$ cat src/rtl/core/clamped_piecewise_linear_lookup_unit_macros.svh
// Assertion macros shared by the lookup unit's RTL files.
// Defining NO_ASSERTIONS turns every use into nothing; no other dependencies.
`ifndef CLAMPED_PIECEWISE_LINEAR_LOOKUP_UNIT_MACROS_SVH
`define CLAMPED_PIECEWISE_LINEAR_LOOKUP_UNIT_MACROS_SVH

`ifndef NO_ASSERTIONS
// A property checked on every rising edge outside reset.
`define CPLL_ASSERT(label, c, r, prop, msg) \
    label: assert property (@(posedge c) disable iff (!r) prop) else $error(msg);
// A condition that must be followed by a consequence in the next cycle.
`define CPLL_ASSERT_NEXT(label, c, r, cond, conseq, msg) \
    label: assert property (@(posedge c) disable iff (!r) (cond) |=> (conseq)) else $error(msg);
`else
`define CPLL_ASSERT(label, c, r, prop, msg)
`define CPLL_ASSERT_NEXT(label, c, r, cond, conseq, msg)
`endif

`endif

$ cat src/rtl/core/cpll_pkg.sv
// Shared types and constants of the clamped piecewise-linear lookup unit.
// Used by the controller, the datapath and the top level; no dependencies.
package cpll_pkg;

    // Field widths of the breakpoint and result items.
    localparam int TIME_W   = 32;
    localparam int STRESS_W = 32;
    localparam int LAYER_W  = 16;
    localparam int DEPTH_W  = 32;
    localparam int CFG_W    = 7;
    localparam int STATUS_W = 2;

    // Smallest usable table.
    localparam int MIN_POINTS = 2;

    // The restoring divider produces one quotient bit per step.
    localparam int DIV_STEPS = STRESS_W;
    localparam int DIV_CNT_W = $clog2(DIV_STEPS);

    // Operation codes of a request.
    localparam logic OP_LOAD   = 1'b0;
    localparam logic OP_SAMPLE = 1'b1;

    typedef enum logic [STATUS_W-1:0] {
        ST_OK        = 2'd0,
        ST_NOT_READY = 2'd1,
        ST_REJECT    = 2'd2,
        ST_FULL      = 2'd3
    } status_t;

    // One breakpoint as held in the table memory.
    typedef struct packed {
        logic [TIME_W-1:0]   tstamp;
        logic [STRESS_W-1:0] stress;
        logic [LAYER_W-1:0]  layer;
        logic [DEPTH_W-1:0]  depth;
    } entry_t;

    // Which table address the datapath reads.
    typedef enum logic [2:0] {
        RD_FIRST,
        RD_LAST,
        RD_MID,
        RD_LOWER,
        RD_UPPER
    } rd_sel_t;

    // Which value the result registers take.
    typedef enum logic [1:0] {
        RES_HOLD,
        RES_CODE,
        RES_ENTRY,
        RES_INTERP
    } res_sel_t;

    // Commands from the controller to the datapath.
    typedef struct packed {
        logic     capture;
        logic     cfg_write;
        logic     load_write;
        rd_sel_t  rd_sel;
        logic     search_init;
        logic     search_step;
        logic     take_lower;
        logic     take_upper;
        logic     mul_load;
        logic     div_step;
        res_sel_t res_sel;
        status_t  res_code;
        logic     out_load;
    } dp_cmd_t;

    // Status from the datapath to the controller.
    typedef struct packed {
        logic is_load;
        logic table_full;
        logic load_bad;
        logic st_le_rd;
        logic st_ge_rd;
        logic search_cont;
    } dp_stat_t;

endpackage

$ cat src/rtl/core/cpll_ctrl.sv
// Controller of the lookup unit: sequences loads, clamping checks, the search,
// the multiply and the divide. Depends on cpll_pkg and the assertion macros.
`include "clamped_piecewise_linear_lookup_unit_macros.svh"

module cpll_ctrl (
    input  logic               clk,
    input  logic               rst_n,
    input  logic               in_valid,
    output logic               in_stall,
    output logic               out_valid,
    input  logic               out_stall,
    input  logic               cfg_valid,
    output logic               cfg_ready,
    input  cpll_pkg::dp_stat_t stat,
    output cpll_pkg::dp_cmd_t  cmd
);
    import cpll_pkg::*;

    typedef enum logic [3:0] {
        S_IDLE,
        S_DECODE,
        S_CHK_FIRST,
        S_CHK_LAST,
        S_SEARCH,
        S_SEARCH_CMP,
        S_TAKE_LOWER,
        S_TAKE_UPPER,
        S_MUL,
        S_DIV,
        S_RESULT,
        S_FINISH
    } state_t;

    state_t                 state_reg;
    state_t                 state_next;
    logic                   out_valid_reg;
    logic                   out_valid_next;
    logic [DIV_CNT_W-1:0]   div_cnt_reg;
    logic [DIV_CNT_W-1:0]   div_cnt_next;

    // A new request or a register write is only taken while nothing is in progress.
    assign in_stall  = (state_reg != S_IDLE);
    assign cfg_ready = (state_reg == S_IDLE);
    assign out_valid = out_valid_reg;

    // Next state and datapath commands.
    always_comb
    begin
        cmd            = '0;
        cmd.rd_sel     = RD_FIRST;
        cmd.res_sel    = RES_HOLD;
        cmd.res_code   = ST_OK;
        cmd.cfg_write  = cfg_valid && cfg_ready;
        state_next     = state_reg;
        div_cnt_next   = div_cnt_reg;

        case (state_reg)
            S_IDLE:
            begin
                if (in_valid && !in_stall)
                begin
                    cmd.capture = 1'b1;
                    state_next  = S_DECODE;
                end
            end
            S_DECODE:
            begin
                cmd.res_sel = RES_CODE;
                state_next  = S_FINISH;
                if (stat.is_load)
                begin
                    if (stat.table_full)
                    begin
                        cmd.res_code = ST_FULL;
                    end
                    else if (stat.load_bad)
                    begin
                        cmd.res_code = ST_REJECT;
                    end
                    else
                    begin
                        cmd.res_code   = ST_OK;
                        cmd.load_write = 1'b1;
                    end
                end
                else if (!stat.table_full)
                begin
                    cmd.res_code = ST_NOT_READY;
                end
                else
                begin
                    // Table complete: fetch the first breakpoint for the low clamp.
                    cmd.res_sel = RES_HOLD;
                    cmd.rd_sel  = RD_FIRST;
                    state_next  = S_CHK_FIRST;
                end
            end
            S_CHK_FIRST:
            begin
                if (stat.st_le_rd)
                begin
                    cmd.res_sel = RES_ENTRY;
                    state_next  = S_FINISH;
                end
                else
                begin
                    cmd.rd_sel = RD_LAST;
                    state_next = S_CHK_LAST;
                end
            end
            S_CHK_LAST:
            begin
                if (stat.st_ge_rd)
                begin
                    cmd.res_sel = RES_ENTRY;
                    state_next  = S_FINISH;
                end
                else
                begin
                    cmd.search_init = 1'b1;
                    state_next      = S_SEARCH;
                end
            end
            S_SEARCH:
            begin
                if (stat.search_cont)
                begin
                    cmd.rd_sel = RD_MID;
                    state_next = S_SEARCH_CMP;
                end
                else
                begin
                    cmd.rd_sel = RD_LOWER;
                    state_next = S_TAKE_LOWER;
                end
            end
            S_SEARCH_CMP:
            begin
                // Narrow the bounds with the probe just read and issue the next read.
                cmd.search_step = 1'b1;
                if (stat.search_cont)
                begin
                    cmd.rd_sel = RD_MID;
                end
                else
                begin
                    cmd.rd_sel = RD_LOWER;
                    state_next = S_TAKE_LOWER;
                end
            end
            S_TAKE_LOWER:
            begin
                cmd.take_lower = 1'b1;
                cmd.rd_sel     = RD_UPPER;
                state_next     = S_TAKE_UPPER;
            end
            S_TAKE_UPPER:
            begin
                cmd.take_upper = 1'b1;
                state_next     = S_MUL;
            end
            S_MUL:
            begin
                cmd.mul_load = 1'b1;
                div_cnt_next = '0;
                state_next   = S_DIV;
            end
            S_DIV:
            begin
                cmd.div_step = 1'b1;
                if (div_cnt_reg == DIV_CNT_W'(DIV_STEPS - 1))
                begin
                    state_next = S_RESULT;
                end
                else
                begin
                    div_cnt_next = div_cnt_reg + DIV_CNT_W'(1);
                end
            end
            S_RESULT:
            begin
                cmd.res_sel = RES_INTERP;
                state_next  = S_FINISH;
            end
            S_FINISH:
            begin
                // Hand the result over once the output register is free.
                if (!out_valid_reg || !out_stall)
                begin
                    cmd.out_load = 1'b1;
                    state_next   = S_IDLE;
                end
            end
            default:
            begin
                state_next = S_IDLE;
            end
        endcase

        // Output register occupancy.
        if (cmd.out_load)
        begin
            out_valid_next = 1'b1;
        end
        else if (!out_stall)
        begin
            out_valid_next = 1'b0;
        end
        else
        begin
            out_valid_next = out_valid_reg;
        end
    end

    // State and registered outputs.
    always_ff @(posedge clk or negedge rst_n)
    begin
        if (!rst_n)
        begin
            state_reg     <= S_IDLE;
            out_valid_reg <= 1'b0;
            div_cnt_reg   <= '0;
        end
        else
        begin
            state_reg     <= state_next;
            out_valid_reg <= out_valid_next;
            div_cnt_reg   <= div_cnt_next;
        end
    end

    `CPLL_ASSERT(a_div_len, clk, rst_n, (state_reg == S_MUL) |-> ##(DIV_STEPS + 1) (state_reg == S_RESULT), "divider did not run its full step count")
    `CPLL_ASSERT_NEXT(a_single_accept, clk, rst_n, in_valid && !in_stall, in_stall, "request taken while another is in progress")
    `CPLL_ASSERT_NEXT(a_result_waits, clk, rst_n, (state_reg == S_FINISH) && out_valid_reg && out_stall, state_reg == S_FINISH, "pending result overwritten")

endmodule

$ cat config.mk
export PLATFORM = sky130hd
export DESIGN_NAME = cpll_ctrl
export DESIGN_NICKNAME = d
export VERILOG_FILES = /design/src/rtl/core/cpll_pkg.sv /design/src/rtl/core/cpll_ctrl.sv
export VERILOG_INCLUDE_DIRS = /design/src /design/src/rtl/core
export SDC_FILE = /design/constraint.sdc
export NUM_CORES = 1
export LEC_CHECK = 0
export ABC_AREA = 1
export BUFFER_PORTS_ARGS = -buffer_cell sky130_fd_sc_hd__buf_4
export CORE_MARGIN = 8
export CORE_UTILIZATION = 50
export CTS_BUF_LIST = sky130_fd_sc_hd__clkbuf_2
export CTS_CLUSTER_DIAMETER = 50
export DETAILED_ROUTE_END_ITERATION = 7
export GPL_TIMING_DRIVEN = 0
export MAX_ROUTING_LAYER = met4
export PLACE_DENSITY = 0.81
export SETUP_SLACK_MARGIN = 0.15
export SYNTH_ARGS = -nofsm -noshare
export SYNTH_HDL_FRONTEND = slang
export SYNTH_SLANG_ARGS = --single-unit
$ cat constraint.sdc
create_clock -name clk -period 1.6 [get_ports clk]
set_clock_uncertainty 0.05 [all_clocks]
set_input_delay 0.16 -clock clk [delete_from_list [all_inputs] [get_ports clk]]
set_output_delay 0.16 -clock clk [all_outputs]
set_load 0.02 [all_outputs]
==> results of run 1 <==
==> cell usage after synthesis (all sizes together) <==
master and count:
nand2 37, inv 27, nor2 26, nand3 15, dfrtp 10, o21ai 4
ha 3, a21oi 2, o22ai 2, buf 1, nand4 1, nor3 1
nor4 1, o31ai 1
==> kinds of logic after synthesis <==
group,count (synthesis)
compound gates,9
simple gates,81
buf+inv,28
flops,10
fa+ha+maj,3
==> through the flow <==
stage / util, % / setup slack [ns] / std cells / cell area [sq um]
detailed placement: 72.6 / 0.0732 / 177 / 1110
floorplan: - / 0.149 / 131 / 861
global placement: 72.6 / 0.0930 / 177 / 1110
CTS: 89.7 / 0.000620 / 197 / 1370
==> timing repair <==
item | CTS
hold buffers | 1
buffers inserted | 14
setup endpoints to repair | 25
cloned | 1
hold endpoints to repair | 10
gates resized for setup | 42
pin swaps | 7
==> flow_summary.toml, run 1 <==
[synth]
avgSynthCellArea_sq_um = 6.31
yosys.area_share.simple_pct = 45.5
yosysTopAreaCell = "dfrtp_1"
yosysTopAreaCellShare_pct = 30.3
synthAdderAreaFrac_pct = 4.54
ys_types = 21
netlist_area_sq_um = 827
synth_compound_area_share_pct = 6.51
synth_fp_nets = 145
ys_seq_elements = 10
synth_mux_area_share_pct = 0
ys_warn_count = 0
synth_top_family_by_area = "simple AND/OR/NAND/NOR gates"
synth_cells = 131
ys_seq_area_share_pct = 30.3
synthTopCellsByArea = "dfrtp_1 (30%), nand2_1 (15%), inv_1 (12%), nor2_1 (10%), nand3_1 (8.5%)"
synth_xor_area_share_pct = 0

[clock_network]
clockBufferDepth = 2
clockRootBuffer = "clkbuf_2"
cts_made_buffers = 3
cts_sinks = 10
htree_levels = 1

[timing]
grt-worst-endpoint = "cmd[15]"
worst-ep-kind = "primary output"

[floorplan]
fp.dieW_um = 56.7
start_util_pct = 54.3
io-pin-count = 31
chipHeight_um = 56.7
rows = 14

[placement]
gp_congestion = 0.898
io_buffers = 30
hpwl_um = 1890

[status]
stop_error = "[ERROR DPL-0038] Utilization greater than 100%, impossible to legalize"
status = "did not finish"
haltStage = "5_1_grt"

[global_routing]
grt_max_degree = 11
==> run 2, diff against run 1 <==
--- a/config.mk
+++ b/config.mk
@@ -8,15 +8,11 @@
 export LEC_CHECK = 0
 export ABC_AREA = 1
 export BUFFER_PORTS_ARGS = -buffer_cell sky130_fd_sc_hd__buf_4
-export CORE_MARGIN = 8
-export CORE_UTILIZATION = 50
-export CTS_BUF_LIST = sky130_fd_sc_hd__clkbuf_2
-export CTS_CLUSTER_DIAMETER = 50
+export CORE_AREA = 8 8 69 71
 export DETAILED_ROUTE_END_ITERATION = 7
+export DIE_AREA = 0 0 77 79
 export GPL_TIMING_DRIVEN = 0
-export MAX_ROUTING_LAYER = met4
-export PLACE_DENSITY = 0.81
-export SETUP_SLACK_MARGIN = 0.15
+export PLACE_DENSITY_LB_ADDON = 0.15
 export SYNTH_ARGS = -nofsm -noshare
 export SYNTH_HDL_FRONTEND = slang
 export SYNTH_SLANG_ARGS = --single-unit
==> run 2 against run 1 <==
  * The run now ends clean
  * Area after synthesis stayed put
  * Synthesized cell count did not move
==> flow_summary.toml, run 2 <==
[status]
status = "completed"

[power_and_ir_drop]
power_frac_seq_pct = 18.8
power_leakage_nw = 0.782
netSwitchingPower_mw = 1.25
total_power_mw = 2.56
clkPwrFrac_pct = 12.4
p_per_area_mw_per_mm2 = 1890
power_frac_comb_pct = 68.9
internal-power_mw = 1.31
peakVddDrop_v = 0.000893
sw_frac_of_total_pct = 48.7

[global_routing]
grt_max_degree = 11
grt_usage_pct = 8.13
grt_pass1_wl_um = 4120
grt-ovfl-total = 0
grt_pass1_vias = 979
antenna_found_initial = 0

[clock_network]
clockRootBuffer = "clkbuf_8"
path_clk_slew_ns = 0.05
clock_latency_ns = 0.24
cts_tree = "done"
cts_made_buffers = 3
clockBufferDepth = 2
htree_levels = 1
cts_sinks = 10

[setup_path]
start_kind = "flop"
arrival_ns = 1.37
worstPathRequired_ns = 1.39
endpoint_kind = "primary output"
worstSetupPathType = "flop to primary output"
crit_fanout = 6

[layout]
seq_area_sq_um = 255
diodes = 0
fin_nets = 193
drive_above_1_share_pct = 44.9
multi_input_area_sq_um = 543
layout_commonest_cell = "buf_4"
stdcell_count = 228
largest_register_ffs = 5
fin_area_sq_mm = 0.00135
utilization_pct = 35.6
most-common-layout-cells = "buf_4 (39), nand2_1 (29), inv_1 (22), nor2_1 (16), nand3_1 (13)"
syn_to_final_growth_pct = 63.7
fillers = 417

[synth]
avgSynthCellArea_sq_um = 6.31
synth_cells = 131
synth_fp_nets = 145
ys_types = 21
netlist_area_sq_um = 827
synth_edf_count = 0
synth_most_common_cell = "nand2_1"
ys_warn_count = 0
ys_seq_area_share_pct = 30.3
ys_seq_elements = 10
yosys_most_used_dff = "dfrtp_1"
yosysTopAreaCellShare_pct = 30.3
synth.top_cells.by_count = "nand2_1 (32), inv_1 (26), nor2_1 (22)"
yosysTopAreaCell = "dfrtp_1"
synthTopCellsByArea = "dfrtp_1 (30%), nand2_1 (15%), inv_1 (12%), nor2_1 (10%), nand3_1 (8.5%)"
synthArstFlopShare_pct = 100

[route]
dr_total_vias = 950
wl_per_cell_um = 10.6
drtIter0Drc = 52
viasPerCell = 4.17
drt_wl_total_um = 2420
drtPass1Iterations = 4
drc = 0
ant_nets = 0

[timing]
hold_viol_final = 0
fin_crit_sh_pct = 98.7
final.setup.tns_ns = 0
max_freq_ghz = 0.633
holdWs_ns = 0.101
post-route-min-period_ns = 1.58
relSlewSlack_pct = 85.9
setup_ws_ns = 0.0214
tightestPinTransition_ns = 0.210
final_max_slew_viol_count = 0
rsz0062_at_grt = "yes"
finalSetupViolCount = 0

[floorplan]
rows = 23
io-pin-count = 31
dieArea_sq_mm = 0.00608
coreArea_sq_mm = 0.00380
start_util_pct = 21.8
chipHeight_um = 79
fp.dieW_um = 77

[placement]
gp_congestion = 0.793
io_buffers = 30
place_ws_ns = 0.0363
placed_cell_area_sq_mm = 0.00112
hpwl_um = 1910
dp_cells = 211

[job]
timing.max_cap.violations = 0

[hold_path]
hp-class = "primary input to flop"
[run 2: cell families (layout without fill, tap and decap cells)]
logic type      after synthesis  count (layout)  share of synthesized area, %
simple gates                 81              82                          45.5
buf+inv                      28              74                          13.2
flops                        10              10                          30.3
compound gates                9               9                          6.51
fa+ha+maj                     3               3                          4.54
[run 2: repair_timing]
action / 4_1_cts / 5_1_grt
gates cloned: 0 / 1
pin swaps: 3 / 8
setup buffers: 5 / 6
setup endpoints to repair: 11 / 15
hold endpoints to repair: 10 / 0
hold buffers: 1 / 0
resized for setup: 10 / 18
[run 2: power groups by stage]
stage                     combinational [mW]  clock (mW)  sequential (mW)
after global placement                  1.41           0            0.481
after detailed placement                1.41           0            0.484
after CTS                               1.57       0.328            0.498
after floorplan                        0.954           0            0.464
after global routing                    1.97       0.344            0.496
final                                   1.76       0.316            0.480
[run 2: per-layer routing]
layer / global-route usage (%) / wire (um) / up-vias
li1: - / - / 498
met4: 3.96 / 49 / 0
met5: 0 / 0 / -
met1: 9.08 / 1070 / 420
met2: 13.4 / 1120 / 27
met3: 3.05 / 175 / 5
[run 2: cell type report]
cell class                 instances  share of cell area, %
inverter                          27                   7.49
tap                               50                   4.62
clock buffer                       4                   4.07
timing repair buffer              42                   24.3
sequential                        10                   18.9
multi-input combinational         94                   40.1
buffer                             1                  0.555
[run 2: final timing paths]
check | startpoint | end | slack, ns | cells after the start
worst max-delay path | state_reg[1] | cmd[16] | 0.02 | 7
worst min-delay path | out_stall | out_valid | 0.10 | 3
worst max register to register | div_cnt_reg[0] | div_cnt_reg[2] | 0.09 | 9
worst min register to register | out_valid | out_valid | 0.45 | 2
max in group asynchronous | rst_n | state_reg[1] | 1.11 | 2
min in group asynchronous | rst_n | div_cnt_reg[4] | 0.23 | 2
[run 2: critical path, stage by stage, from the launching register on]
cell and delay, ns:
dfrtp_2 0.45, buf_4 0.16, nor2_4 0.08, inv_2 0.06
nor2_4 0.11, inv_2 0.06, nor2_2 0.09, buf_6 0.12
Note: power is estimated with default switching activity, not from simulation.
==> run 3, diff against run 2 <==
--- a/config.mk
+++ b/config.mk
@@ -8,7 +8,10 @@
 export LEC_CHECK = 0
 export ABC_AREA = 1
 export BUFFER_PORTS_ARGS = -buffer_cell sky130_fd_sc_hd__buf_4
+export CELL_PAD_IN_SITES_DETAIL_PLACEMENT = 0
+export CELL_PAD_IN_SITES_GLOBAL_PLACEMENT = 1
 export CORE_AREA = 8 8 69 71
+export CTS_BUF_LIST = sky130_fd_sc_hd__clkbuf_2
 export DETAILED_ROUTE_END_ITERATION = 7
 export DIE_AREA = 0 0 77 79
 export GPL_TIMING_DRIVEN = 0
==> run 3 against run 2 <==
  * Hold slack worse by 0.0062 ns
  * Final cell count rose by 0.44%
  * Via count increased by 3.6%
  * Sequential share of layout area shrank 1.2 points
  * Non-clock buffer count is 3 higher
  * Global-route usage up 0.12 points
  * Utilization is 2.4 points higher
  * Sequential cell count unchanged
  * Register-to-register slack got worse by 0.04 ns
  * Combinational power up 14%
  * Worst setup slack worse by 0.019 ns
  * Count of clock-buffer cells in the layout is 1 lower
==> flow_summary.toml, run 3 (synthesis results as in run 2) <==
[power_and_ir_drop]
total_power_mw = 2.66
power_frac_seq_pct = 19.9
peakVddDrop_v = 0.000543
internal-power_mw = 1.25
sw_frac_of_total_pct = 53.2
netSwitchingPower_mw = 1.42
power_leakage_nw = 0.789
clkPwrFrac_pct = 5.0
p_per_area_mw_per_mm2 = 1840
power_frac_comb_pct = 75.1

[setup_path]
arrival_ns = 1.39
endpoint_kind = "primary output"
start_kind = "flop"
crit_fanout = 6
cpMaxStageDelayCell = "dfrtp_2"
worstPathRequired_ns = 1.39
worstSetupPathType = "flop to primary output"
path_cells = "nand2_4 -> clkinvlp_4 -> nand3_4 -> nand3_2 -> buf_6"
cp_slowest_stage_delay_ns = 0.51

[clock_network]
cts_tree = "done"
path_clk_slew_ns = 0.09
cts_sinks = 10
cts_made_buffers = 3
htree_levels = 1
clock_latency_ns = 0.24
clockRootBuffer = "clkbuf_2"
clockBufferDepth = 2

[layout]
fin_area_sq_mm = 0.00145
largest_register_ffs = 5
diodes = 0
fillers = 420
syn_to_final_growth_pct = 74.7
stdcell_count = 229
multi_input_area_sq_um = 629
drive_above_1_share_pct = 53.6
most-common-layout-cells = "buf_4 (37), nand2_1 (24), inv_1 (19), nor2_1 (12), nand3_1 (11)"
fin_nets = 195
layout_commonest_cell = "buf_4"
seq_area_sq_um = 255

[floorplan]
coreArea_sq_mm = 0.00380
fp.dieW_um = 77
dieArea_sq_mm = 0.00608
chipHeight_um = 79
io-pin-count = 31
start_util_pct = 21.8
rows = 23

[status]
status = "completed"

[placement]
hpwl_um = 2040
gp_congestion = 0.805
place_ws_ns = 0.0187
dp_cells = 211
io_buffers = 30
placed_cell_area_sq_mm = 0.00112

[global_routing]
grt_max_degree = 11
grt-ovfl-total = 0
antenna_found_initial = 0
grt_pass1_wl_um = 4110
grt_pass1_vias = 928
grt_usage_pct = 8.25

[timing]
setup_ws_ns = 0.00233
max_freq_ghz = 0.626
rsz0062_at_grt = "yes"
post-route-min-period_ns = 1.60
fin_crit_sh_pct = 99.9
tightestPinTransition_ns = 0.250
holdWs_ns = 0.0952
finalSetupViolCount = 0
relSlewSlack_pct = 83.3
hold_viol_final = 0
final_max_slew_viol_count = 0

[route]
drtPass1Iterations = 3
drt_wl_total_um = 2760
drc = 0
ant_nets = 0
viasPerCell = 4.30
wl_per_cell_um = 12.1
drtIter0Drc = 11
dr_total_vias = 984

[job]
timing.max_cap.violations = 0

[hold_path]
hp-class = "primary input to flop"
==> run 3: changes by cell type in the layout (fill, tap and decap cells not counted), moves of 3 or more <==
| cell | change |
|---|---|
| buf_6 | +5 |
| clkbuf_2 | +3 |
| clkbuf_8 | -4 |
| inv_1 | -3 |
| nand2_1 | -5 |
| nand2_4 | +3 |
| nor2_1 | -4 |
==> run 3: worst paths after layout <==
path                                startpoint              to  slack (ns)  depth (start not counted)
worst min-delay path                 out_stall       out_valid         0.1                          3
max in group asynchronous                rst_n    state_reg[2]        1.11                          2
worst min register to register       out_valid       out_valid        0.46                          2
min in group asynchronous                rst_n  div_cnt_reg[3]        0.23                          2
worst max-delay path              state_reg[1]          cmd[4]       0.002                          5
worst max register to register  div_cnt_reg[1]  div_cnt_reg[3]        0.05                         10
==> run 3: power by group through the flow <==
stage	Combinational (mW)	Sequential [mW]	Clock (mW)
after CTS	1.65	0.510	0.142
after global placement	1.41	0.480	0
after floorplan	0.954	0.464	0
final	2.00	0.530	0.132
after detailed placement	1.41	0.483	0
after global routing	2.19	0.543	0.152
==> run 3: cell type report <==
| class | count | area share (%) |
|---|---|---|
| repair buffers | 46 | 26.1 |
| multi-input cells | 93 | 43.5 |
| flip-flops and latches | 10 | 17.7 |
| clock buffers | 3 | 1.04 |
| well taps | 50 | 4.33 |
| inverters | 27 | 7.27 |
==> run 3: metrics by stage <==
stage	util, %	TNS [ns]
CTS	32.8	-0.0396
global route	38.0	-0.907
finish	38.0	0
floorplan	-	-0.0563
global placement	29.5	0
detailed placement	29.5	0
==> run 3: what timing repair did <==
item,in CTS,in global routing
endpoints found under the setup margin,12,19
pin swaps,4,19
gates resized for setup,20,37
hold buffers,1,0
gates cloned,0,0
buffers inserted,5,10
hold endpoints to repair,10,0
==> run 3: worst max-delay path: cells and delay by family, from the launching register on <==
family / cells / cell delay (ns)
simple gates: 3 / 0.34
buf+inv: 2 / 0.29
flops: 1 / 0.51
==> run 3: routing by layer <==
layer	vias to the layer above	GRT usage, %	share of wire (%)
li1	501	-	-
met1	463	8.37	38
met2	18	16.2	57
met3	2	2.48	3.9
met4	0	1.70	0.62
met5	-	0	0
==> run 4, diff against run 3 <==
--- a/config.mk
+++ b/config.mk
@@ -16,6 +16,8 @@
 export DIE_AREA = 0 0 77 79
 export GPL_TIMING_DRIVEN = 0
 export PLACE_DENSITY_LB_ADDON = 0.15
+export RECOVER_POWER = 25
+export REMOVE_ABC_BUFFERS = 1
 export SYNTH_ARGS = -nofsm -noshare
 export SYNTH_HDL_FRONTEND = slang
 export SYNTH_SLANG_ARGS = --single-unit
==> run 4 against run 3 <==
  * The run now ends with negative setup slack left
  * Final cell count is 2.6% higher
  * Die area stayed put
  * Critical path depth is 1 lower
  * Largest power group unchanged
  * Fmax is 1.6% lower
  * Sequential power is 11% lower
  * Sequential share of layout area is 0.23 points higher
  * Cell area is 1.3% lower
  * Power is 3.2% higher
  * Highest routed layer unchanged
  * Via count is 1.5% higher
  * Worst setup slack worse by 0.027 ns
==> flow_summary.toml, run 4 (synthesis results as in run 2) <==
[floorplan]
dieArea_sq_mm = 0.00608
coreArea_sq_mm = 0.00380
start_util_pct = 21.8
rows = 23
chipHeight_um = 79
io-pin-count = 31
fp.dieW_um = 77

[timing]
rsz0062_at_grt = "yes"
finalSetupViolCount = 5
hold_viol_final = 0
max_freq_ghz = 0.616
tightestPinTransition_ns = 0.565
final.setup.tns_ns = -0.0701
post-route-min-period_ns = 1.62
setup_ws_ns = -0.0245
relSlewSlack_pct = 62.4
final_max_slew_viol_count = 0
fin_crit_sh_pct = 102

[global_routing]
grt_pass1_wl_um = 4330
grt_pass1_vias = 1017
met2_usage_pct = 17.0
met3_usage_pct = 3.05
antenna_found_initial = 0
grt-ovfl-total = 0
grt_max_degree = 11
busiest_layer = "met2"
grt_usage_pct = 8.62
use_met1_pct = 8.48

[layout]
largest_register_ffs = 5
multi_input_area_sq_um = 587
most-common-layout-cells = "buf_4 (42), nand2_1 (27), inv_1 (18), nor2_1 (15), nand3_1 (12)"
syn_to_final_growth_pct = 72.5
seq_area_sq_um = 255
fin_nets = 200
fillers = 433
drive_above_1_share_pct = 49.7
diodes = 0
stdcell_count = 235
layout_commonest_cell = "buf_4"

[clock_network]
clockRootBuffer = "clkbuf_2"
cts_tree = "done"
clock_latency_ns = 0.26
clockBufferDepth = 2
htree_levels = 1
cts_made_buffers = 3
path_clk_slew_ns = 0.09
cts_sinks = 10

[setup_path]
worstSetupPathType = "flop to primary output"
endpoint_kind = "primary output"
cpLargestDelayFamily = "simple AND/OR/NAND/NOR gates"
cpMaxStageDelayCell = "dfrtp_2"
start_kind = "flop"
arrival_ns = 1.41
path_cells = "nor2_4 -> nand2_2 -> nor4_4 -> buf_4"
timing.rr.end = "state_reg[1]"
rr_worst_depth = 10
crit_start = "state_reg[2]"
r2r_slack_ns = 0.10
cp_slowest_stage_delay_ns = 0.45
reg2reg_from = "div_cnt_reg[0]"
crit_buf_inv = 1
crit_fanout = 4
worstPathRequired_ns = 1.39

[hold_path]
min_to = "out_valid"
hp-class = "primary input to flop"
hold_depth = 3
min-delay-start = "out_stall"

[placement]
hpwl_um = 1980
dp_cells = 210
gp_congestion = 0.791
io_buffers = 30

[route]
drtPass1Iterations = 4
drt_wl_total_um = 2650
dr_total_vias = 999
viasPerCell = 4.25
drtIter0Drc = 28
drc = 0
ant_nets = 0
wl_per_cell_um = 11.3

[status]
status = "finished, violations left"
failed_checks = "negative setup slack"

[job]
timing.max_cap.violations = 0

[power_and_ir_drop]
power_leakage_nw = 0.820
peakVddDrop_v = 0.000576
p_per_area_mw_per_mm2 = 1930
[run 4: cell count changes in the layout (fill, tap and decap cells not counted), moves of 2 or more]
cell     before  now
ha_2          2    0
ha_1          1    3
buf_6         8    6
nor2_2        6    4
nand2_1      24   27
nor2_1       12   15
buf_4        37   42
inv_4         0    2
[run 4: how the worst max path moves through the flow]
| stage | slack, ns | cells past startpoint | endpoint |
|---|---|---|---|
| floorplan | -0.23 | 5 | cmd[15] |
| global placement | 0.05 | 9 | state_reg[0] |
| detailed placement | 0.03 | 9 | state_reg[0] |
| CTS | -0.02 | 5 | cmd[3] |
| global route | -0.12 | 5 | cmd[14] |
| finish | -0.02 | 4 | cmd[14] |
[run 4: layout make-up]
class                      count  share of cell area, %
clock buffer                   3                   1.05
clock inverter                 1                  0.263
sequential                    10                   17.9
tap                           50                   4.39
inverter                      27                   7.46
timing repair buffer          50                   27.8
multi-input combinational     94                   41.1
[run 4: metrics by stage]
stage	setup WS [ns]	util (%)	cell area, sq um	power (mW)	hold WS, ns
after global placement	0.0461	29.2	1110	1.86	-0.0480
after floorplan	-0.231	-	820	1.39	-0.186
after detailed placement	0.0311	29.2	1110	1.87	-0.0478
final	-0.0245	37.5	1430	2.75	0.0814
after global routing	-0.117	37.5	1430	2.98	0.0614
after CTS	-0.0194	32.7	1240	2.31	0.0516
[run 4: per-layer routing]
metal | routed length (um) | vias to the layer above
met5 | 0 | -
met4 | 17 | 0
met3 | 119 | 2
met2 | 1500 | 20
met1 | 1020 | 460
li1 | - | 517
[run 4: tightest hold or removal path, stage by stage]
cell     delay, ns
buf_4         0.07
nand2_1       0.06
nand2_1       0.06
[run 4: power breakdown]
group	switching, mW	internal (mW)
registers	0.116	0.357
clock network	0.0913	0.0543
logic	1.19	0.941
[run 4: repair_timing]
| action | in CTS | in global routing |
|---|---|---|
| endpoints found under the setup margin | 13 | 14 |
| resized for setup | 18 | 30 |
| pin swaps | 4 | 7 |
| hold buffers | 1 | 0 |
| buffers inserted | 7 | 12 |
| gates cloned | 0 | 1 |
| endpoints found under the hold margin | 10 | 0 |
